### src/rtl/chk_pkg.sv
// ----------------------------------------------------------------------------
// chk_pkg
// Shared types and constants of the checked integer ALU.
// ----------------------------------------------------------------------------
`default_nettype none

package chk_pkg;

  localparam int DATA_W    = 64;
  localparam int WORD_BITS = 32;
  localparam int LONG_BITS = 64;
  localparam int BYTE_MIN  = -128;
  localparam int BYTE_BITS = 8;
  localparam int MUL_H     = DATA_W / 2;
  localparam int NDIV      = DATA_W;
  localparam int QDEPTH    = 2;
  localparam int QPTR_W    = $clog2(QDEPTH);
  localparam int QCNT_W    = $clog2(QDEPTH + 1);

  // Magnitude limits of a product (non-negative case adds one less)
  localparam logic [DATA_W-1:0] LIM_BYTE = DATA_W'(1) << (BYTE_BITS - 1);
  localparam logic [DATA_W-1:0] LIM_WORD = DATA_W'(1) << (WORD_BITS - 1);
  localparam logic [DATA_W-1:0] LIM_LONG = DATA_W'(1) << (LONG_BITS - 1);

  typedef enum logic [2:0] {
    OP_ADD = 3'd0,
    OP_MUL = 3'd1,
    OP_DIV = 3'd2,
    OP_REM = 3'd3,
    OP_MOD = 3'd4,
    OP_CMP = 3'd5
  } mode_e;

  typedef enum logic [1:0] {
    SZ_BYTE = 2'd0,
    SZ_WORD = 2'd1,
    SZ_LONG = 2'd2
  } size_e;

  typedef enum logic [1:0] {
    ST_OK   = 2'd0,
    ST_OVF  = 2'd1,
    ST_DIVZ = 2'd2
  } status_e;

  // One classified request as it travels through queue and back end
  typedef struct packed {
    mode_e             mode;
    logic [1:0]        size;
    logic              a_neg;
    logic              b_neg;
    logic [DATA_W-1:0] b;
    logic [DATA_W-1:0] ub;
    logic [DATA_W-1:0] rem;
    logic [DATA_W-1:0] aq;
    logic [DATA_W-1:0] res;
    status_e           st;
    logic              done;
  } item_t;

endpackage

`default_nettype wire

### src/rtl/chk_fifo.sv
// ----------------------------------------------------------------------------
// chk_fifo
// Short queue of classified requests between front and back end.
// ----------------------------------------------------------------------------
`default_nettype none

module chk_fifo import chk_pkg::*; (
  input  logic  clk_i,
  input  logic  rst_ni,
  input  logic  push_i,
  input  item_t item_i,
  output logic  full_o,
  input  logic  pop_i,
  output logic  valid_o,
  output item_t item_o
);

  item_t             mem_q [QDEPTH];
  logic [QPTR_W-1:0] wr_q, wr_d, rd_q, rd_d;
  logic [QCNT_W-1:0] cnt_q, cnt_d;
  logic              do_push, do_pop;

  assign full_o  = (cnt_q == QCNT_W'(QDEPTH));
  assign valid_o = (cnt_q != '0);
  assign item_o  = mem_q[rd_q];
  assign do_push = push_i && !full_o;
  assign do_pop  = pop_i && valid_o;

  // pointer and fill count
  always_comb begin
    wr_d  = wr_q;
    rd_d  = rd_q;
    cnt_d = cnt_q;
    if (do_push) wr_d = (wr_q == QPTR_W'(QDEPTH - 1)) ? '0 : wr_q + 1'b1;
    if (do_pop)  rd_d = (rd_q == QPTR_W'(QDEPTH - 1)) ? '0 : rd_q + 1'b1;
    if (do_push && !do_pop)      cnt_d = cnt_q + 1'b1;
    else if (!do_push && do_pop) cnt_d = cnt_q - 1'b1;
  end

  always_ff @(posedge clk_i or negedge rst_ni) begin
    if (!rst_ni) begin
      wr_q  <= '0;
      rd_q  <= '0;
      cnt_q <= '0;
    end else begin
      wr_q  <= wr_d;
      rd_q  <= rd_d;
      cnt_q <= cnt_d;
    end
  end

  always_ff @(posedge clk_i) begin
    if (do_push) mem_q[wr_q] <= item_i;
  end

endmodule

`default_nettype wire

### config.mk
export PLATFORM = sky130hd
export DESIGN_NAME = chk_fifo
export DESIGN_NICKNAME = d
export VERILOG_FILES = /design/src/rtl/chk_pkg.sv /design/src/rtl/chk_fifo.sv
export SDC_FILE = /design/constraint.sdc
export NUM_CORES = 1
export LEC_CHECK = 0
export CAP_MARGIN = 20
export CORE_AREA = 4 4 257 259
export CTS_CLUSTER_SIZE = 10
export DETAILED_ROUTE_END_ITERATION = 8
export DIE_AREA = 0 0 261 263
export DONT_BUFFER_PORTS = 1
export PLACE_DENSITY = 0.65
export SETUP_SLACK_MARGIN = 0.15
export SYNTH_ARGS = -nofsm -noshare
export SYNTH_HDL_FRONTEND = slang
export SYNTH_SLANG_ARGS = --single-unit
### constraint.sdc
create_clock -name clk_i -period 40.1 [get_ports clk_i]
set_clock_uncertainty 0.1 [all_clocks]
set_input_delay 8.02 -clock clk_i [delete_from_list [all_inputs] [get_ports clk_i]]
set_output_delay 8.02 -clock clk_i [all_outputs]
set_load 0.01 [all_outputs]
## Word level (Yosys, flattened, before mapping)

Memory sizes are Yosys's and may differ from the RTL's.
Cells that the tools add are included.

- Flip-flop bits (word level): 4
- Memory bits (writable): 660
- Bits of input ports: 334
- Output and inout port bits: 332
- Logic and storage cells: 24
- Memories kept: 1

- Add/sub/neg operators: 4
- Equal/unequal tests: 1
- Muxes and demuxes: 6
- Reductions and logical operators: 9

Memory list:

| memory | depth | bits a word | read ports | clocked after Yosys merged registers in | wr ports | RTL line | source |
|---|---|---|---|---|---|---|---|
| mem_q | 2 | 330 | 1 | 0 | 1 | chk_fifo.sv:18 | `item_t mem_q [QDEPTH];` |

Operators with widths:

| kind | count |
|---|---|
| logical AND 1 bit | 4 |
| 2-to-1 mux 1 bit | 4 |
| 2-to-1 mux 2 bit | 2 |
| nonzero test 2 bit | 2 |
| logical NOT 1 bit | 3 |
| adder 1 bit, second input constant | 2 |
| adder 2 x 1 -> 2 bit, second input constant | 1 |
| equality test 2 bit, second input constant | 1 |
| subtractor 2 x 1 -> 2 bit, second input constant | 1 |

## Longest topological paths before layout

Gate-level depths: netlist of run 1.

- Depth after elaboration: 7
- Mapped depth: 7

## Worst setup path after synthesis of run 1

OpenSTA, ideal clock, no wires.

- Kind: in2reg
- Start: input port push_i
- End: memory mem_q[0][0] in the netlist's numbering (enable)
- Library setup time: 1.028 ns
- Arrival: 21.769 ns
- Required time: 38.972 ns
- Slack: 17.204 ns
- Cell stages on the path: 2
- Path through: nand2_1 nor2_1

- Longest elaborated chain between the ends: 3

RTL lines:

| what | RTL line | source |
|---|---|---|
| start, declared | chk_fifo.sv:10 | `input logic push_i,` |
| logical AND 1 bit | chk_fifo.sv:26 | `assign do_push = push_i && !full_o;` |
| 2-to-1 mux 1 bit | chk_fifo.sv:53 | `if (do_push) mem_q[wr_q] <= item_i;` |
| 2-to-1 mux 1 bit (implied by the code) | chk_fifo.sv:53 |  |
| end, declared | chk_fifo.sv:18 |  |

Every way passes these cells.

==> metrics, run 1 <==
largest net degree at the start of global routing=81; nets=1439; count of final setup violators=0; normalized max-slew margin=27.2%; Pre-antenna DRT Iters=5; share of layout cells above drive strength 1=38.9%; PwrDens=78.5 nW/µm²; Die Span X=261 µm; Bufs on Longest Clock Path=3; Worst-Skew Late Latency=590 ps; Compound-Gate Fraction of Synth Area=0%; post-route cell area=28200 µm²; drt drc=0; main combinational cell family by area after synthesis=multiplexers; post-cts sizing count=0; post-synthesis to final-layout area growth=11.3%; Post-Synth Simple-Gate Area=0.133%; crit path time final=11780 ps; Total GRT Usage=14.6%; commonest non-fill, non-tap cell in the layout=edfxtp_1; #FFs+latches synth=664; TritonCTS clock tree=built; Synth Area in Adders=0.0494%; Final HPWL DP=37.4 mm; Setup TNS=0 ps; total CTS buffers=77; Achievable Freq=84.9 MHz; status=completed; placed cell area=26000 µm²; Initial Utilization=39.7%; register area share after synthesis=78.6%; vias in the first global route=10605; total die area=68600 µm²; Worst R2R Path Depth=6; placer congestion estimate=0.763; crit path launch type=flip-flop; clk sink count=664; warnings from Yosys=0; CTS H-tree lvls=3; commonest cells after routing, fill and taps aside=660 x edfxtp_1, 290 x mux2_4, 79 x clkbuf_16, 40 x mux2_2, 15 x buf_4; reg-to-reg endpoint=mem_q[0][200]$_DFFE_PP_; crit path kind=flip-flop to primary output; root buffer cell=clkbuf_16; post-route ant nets=0; Filler cells=5264; Core ar.=63900 µm²; syn_nets=1381; worst setup path endpoint=item_o[323]; Slew @ Worst Pin=1090 ps; RSZ-0062 raised after global routing=no; Netlist cell types=17; Critical Path RT=31980 ps; Mapped Cells=1046; Min-Delay Path Class=flip-flop to flip-flop; PortBufs=0; row cnt=93; post-synthesis xor/xnor area fraction=0.173%; period utilisation layout=29.4%; drt total wl=52.7 mm; Final Hold Fails=0; leakage=9.90 nW; Setup Buffers After CTS=0; die height=263 µm; Overflow after GRT=0; CP Max Fanout=57; antenna violations before repair=7; register area=19900 µm²; multi-input logic area=4910 µm²; via count=9821; final worst hold slack=394 ps; via/cell ratio=4.95; critical path capture point type=primary output; worst vdd ir=0.0453 mV; Clock Pin Slew Worst Setup and Hold Paths=50 ps; WP data arrival=3660 ps; Worst R2R Start=cnt_q[0]$_DFFE_PN0P_; synthesized area per cell=24.2 µm²; max-capacitance violation count=0; Final Max Tran Viols=0; first-pass GRT wire length=73.3 mm; CTS Hold Bufs=0; R2R setup slack=36070 ps; multiplexer area fraction after synthesis=19.0%; crit path launch=rd_q$_DFFE_PN0P_; initial DRC count=592; Synth Cell Area=25300 µm²; I/O pins=666; Routed wire per std cell=26.6 µm
-- synth_stat cells (all sizes together) --
cell type,n,share of area (%)
xnor2,3,0.10
nand2,2,0.030
nand2b,1,0.025
mux2,330,19
xor2,2,0.069
ha,1,0.049
buf,37,2.1
and3,1,0.025
edfxtp,660,78
inv,2,0.030
nor2,2,0.030
dfrtp,4,0.39
or2,1,0.025
-- worst max-delay path, cell delays in order (launching register included) --
cell and delay [ps]:
dfrtp_4 760, buf_4 800, buf_4 930, mux2_2 460
-- worst min-delay path by stage --
stage | from | slack [ps] | to | cells after the start
floorplan | cnt_q[1]$_DFFE_PN0P_ | 360 | cnt_q[1]$_DFFE_PN0P_ | 1
global placement | cnt_q[1]$_DFFE_PN0P_ | 370 | cnt_q[1]$_DFFE_PN0P_ | 1
detailed placement | cnt_q[1]$_DFFE_PN0P_ | 390 | cnt_q[1]$_DFFE_PN0P_ | 1
CTS | cnt_q[1]$_DFFE_PN0P_ | 400 | cnt_q[1]$_DFFE_PN0P_ | 1
global route | cnt_q[1]$_DFFE_PN0P_ | 410 | cnt_q[1]$_DFFE_PN0P_ | 1
finish | cnt_q[1]$_DFFE_PN0P_ | 390 | cnt_q[1]$_DFFE_PN0P_ | 1
-- stage by stage --
stage | total power [mW] | utilization (%) | worst slack [ps] | std cells
finish | 2.21 | 44.1 | 28320 | 1983
global route | 2.31 | 44.1 | 28110 | 1978
CTS | 2.25 | 44.1 | 28240 | 1977
detailed placement | 1.64 | 40.7 | 28640 | 1879
global placement | 1.63 | 40.7 | 28740 | 1879
floorplan | 1.61 | - | 17200 | 1046
-- cell type report --
class                           instances  area share, %
Multi-Input combinational cell        343           17.4
Tap cell                              855           3.79
Timing Repair Buffer                   16          0.497
Inverter                                2         0.0266
Sequential cell                       664           70.7
Clock inverter                          7          0.373
Clock buffer                           91           7.21
Antenna cell                            5         0.0444
-- metal layers --
| metal | track usage, % | routed length, µm | up-vias |
|---|---|---|---|
| met2 | 26.9 | 28200 | 494 |
| li1 | - | - | 4260 |
| met1 | 13.1 | 15900 | 4982 |
| met5 | 0 | 41 | - |
| met4 | 3.95 | 1100 | 6 |
| met3 | 9.30 | 7550 | 79 |
-- registers in the layout, indices dropped and copies added (netlist names) --
| signal | count |
|---|---|
| mem_q | 660 |
| rd_q | 1 |
| cnt_q | 2 |
| wr_q | 1 |
-- cells by family (layout without fill, tap and decap cells) --
family | count (synthesis) | after routing
other | 0 | 5
xor gates and xnor gates | 5 | 5
muxes | 330 | 330
and+or+nand+nor | 7 | 7
DFF | 664 | 664
adders and majority gates | 1 | 1
buffers and inverters | 39 | 116
-- report_power, final --
group,internal [mW],switching [mW]
Clock,0.355,0.246
Sequential,0.952,0.0425
Combinational,0.264,0.352
Total,1.57,0.641
Power figures use the tool's default switching activity.
==> inputs of run 2 (changes only) <==
--- a/config.mk
+++ b/config.mk
@@ -5,11 +5,12 @@
 export SDC_FILE = /design/constraint.sdc
 export NUM_CORES = 1
 export LEC_CHECK = 0
+export ABC_AREA = 1
 export CAP_MARGIN = 20
-export CORE_AREA = 4 4 257 259
+export CORE_AREA = 4 4 259 261
 export CTS_CLUSTER_SIZE = 10
 export DETAILED_ROUTE_END_ITERATION = 8
-export DIE_AREA = 0 0 261 263
+export DIE_AREA = 0 0 263 265
 export DONT_BUFFER_PORTS = 1
 export PLACE_DENSITY = 0.65
 export SETUP_SLACK_MARGIN = 0.15
==> constraint.sdc (replaced) <==
create_clock -name clk_i -period 9.6 [get_ports clk_i]
set_clock_uncertainty 0.1 [all_clocks]
set_input_delay 1.92 -clock clk_i [delete_from_list [all_inputs] [get_ports clk_i]]
set_output_delay 1.92 -clock clk_i [all_outputs]
set_load 0.01 [all_outputs]
==> run 2 against run 1 <==
  * First-iteration DRC count is 81% higher
  * Power grew to 4.1 times the previous value
  * Synthesized cell count is 68% higher
  * Routed wire length is 8.5% higher
  * Register-to-register slack worse by 30000 ps
  * Final cell count is 33% higher
  * Clock-buffer cell count is 8 lower
  * Sequential share of layout area is 2.7 points higher
  * Sequential power grew to 4.2 times the previous value
  * Die area is 1.5% higher
  * Critical path type unchanged
  * Largest cell class unchanged
  * Largest power group unchanged
==> metrics, run 2 <==
TritonCTS clock tree=built; #FFs+latches synth=664 (unchanged); Pre-antenna DRT Iters=5 (unchanged); leakage=10.3 nW (+4.3%); Final Hold Fails=0 (unchanged); row cnt=93 (unchanged); most flop-heavy register=mem_q; Routed wire per std cell=21.6 µm (-19%); via/cell ratio=4.87 (-1.7%); main combinational cell family by area after synthesis=simple AND/OR/NAND/NOR gates; Synth Area in Adders=0.0515% (+0.0021 points); CTS Hold Bufs=0 (unchanged); Final WS setup=4240 ps (-24080 ps); Die Span X=263 µm (+0.77%); synthesized area per cell=13.8 µm² (-43%); dominant synthesized flop cell=edfxtp_1; drt drc=0 (unchanged); critical path capture point type=primary output; biggest regs=mem_q x660, cnt_q x2; I/O pins=666 (unchanged); Compound-Gate Fraction of Synth Area=0.0206% (+0.021 points); Setup TNS=0 ps (unchanged); normalized max-slew margin=27.7% (+0.59 points); worst vdd ir=0.206 mV (+360%); Final HPWL DP=38.5 mm (+2.9%); crit path launch type=flip-flop; worst slack, placed=4980 ps (-23670 ps); Netlist cell types=15 (-2); PwrDens=330 nW/µm² (+320%); crit path time final=5360 ps; max-capacitance violation count=0 (unchanged); Core ar.=64500 µm² (+0.91%); status=completed; largest net degree at the start of global routing=186 (+130%); nets=2108 (+46%); Initial Utilization=37.7% (-2.0 points); Slew @ Worst Pin=1080 ps (-8.85 ps); vias in the first global route=12918 (+22%); max reg flops=660 (unchanged); placer congestion estimate=0.843 (+10%); most common cell in the netlist=nand2_1; Bufs on Longest Clock Path=3 (unchanged); Placed Cells=2548 (+36%); final worst hold slack=390 ps (-4.26 ps); PortBufs=0 (unchanged); WP data arrival=3340 ps (-320 ps); root buffer cell=clkbuf_16; Critical Path RT=7580 ps (-24400 ps); Post-Synth Simple-Gate Area=15.6% (+15 points); first-pass GRT wire length=82.6 mm (+13%); Synth Cell Area=24300 µm² (-4.1%); CP Max Fanout=184 (+220%); total CTS buffers=78 (+1.3%); post-route ant nets=0 (unchanged); via count=12877 (+31%); Commonest cells post-synth=1001 x nand2_1, 660 x edfxtp_1, 34 x buf_2, 23 x buf_6, 13 x buf_4; Achievable Freq=187 MHz; synth top area cells=edfxtp_1 82%, nand2_1 15%, buf_6 1.1%; post-synthesis xor/xnor area fraction=0.0360% (-0.14 points); warnings from Yosys=0 (unchanged); Overflow after GRT=0 (unchanged); Setup Buffers After CTS=0 (unchanged); Total GRT Usage=15.6% (+0.97 points); Mapped Cells=1755 (+68%); clk sink count=664 (unchanged); drt total wl=57.2 mm (+8.5%); post-cts sizing count=0 (unchanged); Worst-Skew Late Latency=600 ps (about the same); CTS H-tree lvls=3 (unchanged); post-synthesis to final-layout area growth=11.8%; Util after Layout=42.2% (-2.0 points); share of layout cells above drive strength 1=5.93% (-33 points); count of final setup violators=0 (unchanged); crit path kind=flip-flop to primary output; async set-or-reset flop fraction in the synthesized netlist=0.602% (unchanged); syn_nets=2090 (+51%); multiplexer area fraction after synthesis=0% (-19 points); die height=265 µm (+0.76%); Clock Pin Slew Worst Setup and Hold Paths=50 ps (about the same); RSZ-0062 raised after global routing=no; commonest cells after routing, fill and taps aside=1001 x nand2_1, 660 x edfxtp_1, 79 x clkbuf_16, 8 x buf_4, 6 x inv_1; Min-Delay Path Class=flip-flop to flip-flop; register area share after synthesis=82.0% (+3.4 points); total die area=69700 µm² (+1.5%); commonest non-fill, non-tap cell in the layout=nand2_1; post-synth top area share=81.6% (+3.4 points); post-synth top area cell=edfxtp_1; EDFF count, synth=660 (unchanged); initial DRC count=1070 (+81%); fin cells=2645 (+33%); antenna violations before repair=3 (-4); Final Max Tran Viols=0 (unchanged); period utilisation layout=55.8%
==> run 2: critical path, stage by stage, from the launching register on <==
cell and delay, ps:
dfrtp_4 730, inv_8 640, buf_12 510, nand2_1 150
nand2_1 180
==> run 2: final timing paths <==
kind / cells after the start / start / slack (ps) / endpoint
setup / recovery: 4 / rd_q$_DFFE_PN0P_ / 4240 / item_o[224]
hold / removal: 2 / cnt_q[1]$_DFFE_PN0P_ / 390 / cnt_q[1]$_DFFE_PN0P_
setup reg to reg: 5 / cnt_q[1]$_DFFE_PN0P_ / 6560 / mem_q[1][110]$_DFFE_PP_
hold reg to reg: 2 / cnt_q[1]$_DFFE_PN0P_ / 390 / cnt_q[1]$_DFFE_PN0P_
max in group asynchronous: 0 / rst_ni / 8410 / rd_q$_DFFE_PN0P_
min in group asynchronous: 0 / rst_ni / 910 / rd_q$_DFFE_PN0P_
==> run 2: per-layer routing <==
| layer | routed length (µm) | global-route usage [%] | vias up |
|---|---|---|---|
| met4 | 1410 | 5.20 | 4 |
| met2 | 30300 | 28.0 | 610 |
| met1 | 18900 | 15.9 | 6235 |
| met3 | 6580 | 7.54 | 96 |
| li1 | - | - | 5932 |
| met5 | 34 | 0 | - |
==> run 2: final cells by class <==
class,count,area [µm²]
tap,855,1070
clock inverter,12,201
sequential,664,19900
inverter,8,45.0
fill,5732,37300
antenna,2,5.00
multi-input combinational,1010,3820
timing repair buffer,11,120
clock buffer,83,1990
==> run 2: power breakdown <==
part | switching [mW] | internal (mW)
Clock | 1.07 | 1.50
Sequential | 0.179 | 3.97
Combinational | 1.88 | 0.386
Total | 3.12 | 5.86
==> run 2: kinds of logic after synthesis <==
kind of cell	count (synthesis)
AO/OA/AOI/OAI	1
XOR/XNOR	1
adder cells (fa/ha/maj)	1
buffers and inverters	81
flip-flops	664
AND/OR/NAND/NOR	1007
==> run 2: metrics by stage <==
step                area, µm²  power, mW
finish                  27200       8.98
global route            27200       9.46
floorplan               24300       6.08
detailed placement      25000       6.51
global placement        25000       6.47
CTS                     27200       9.11
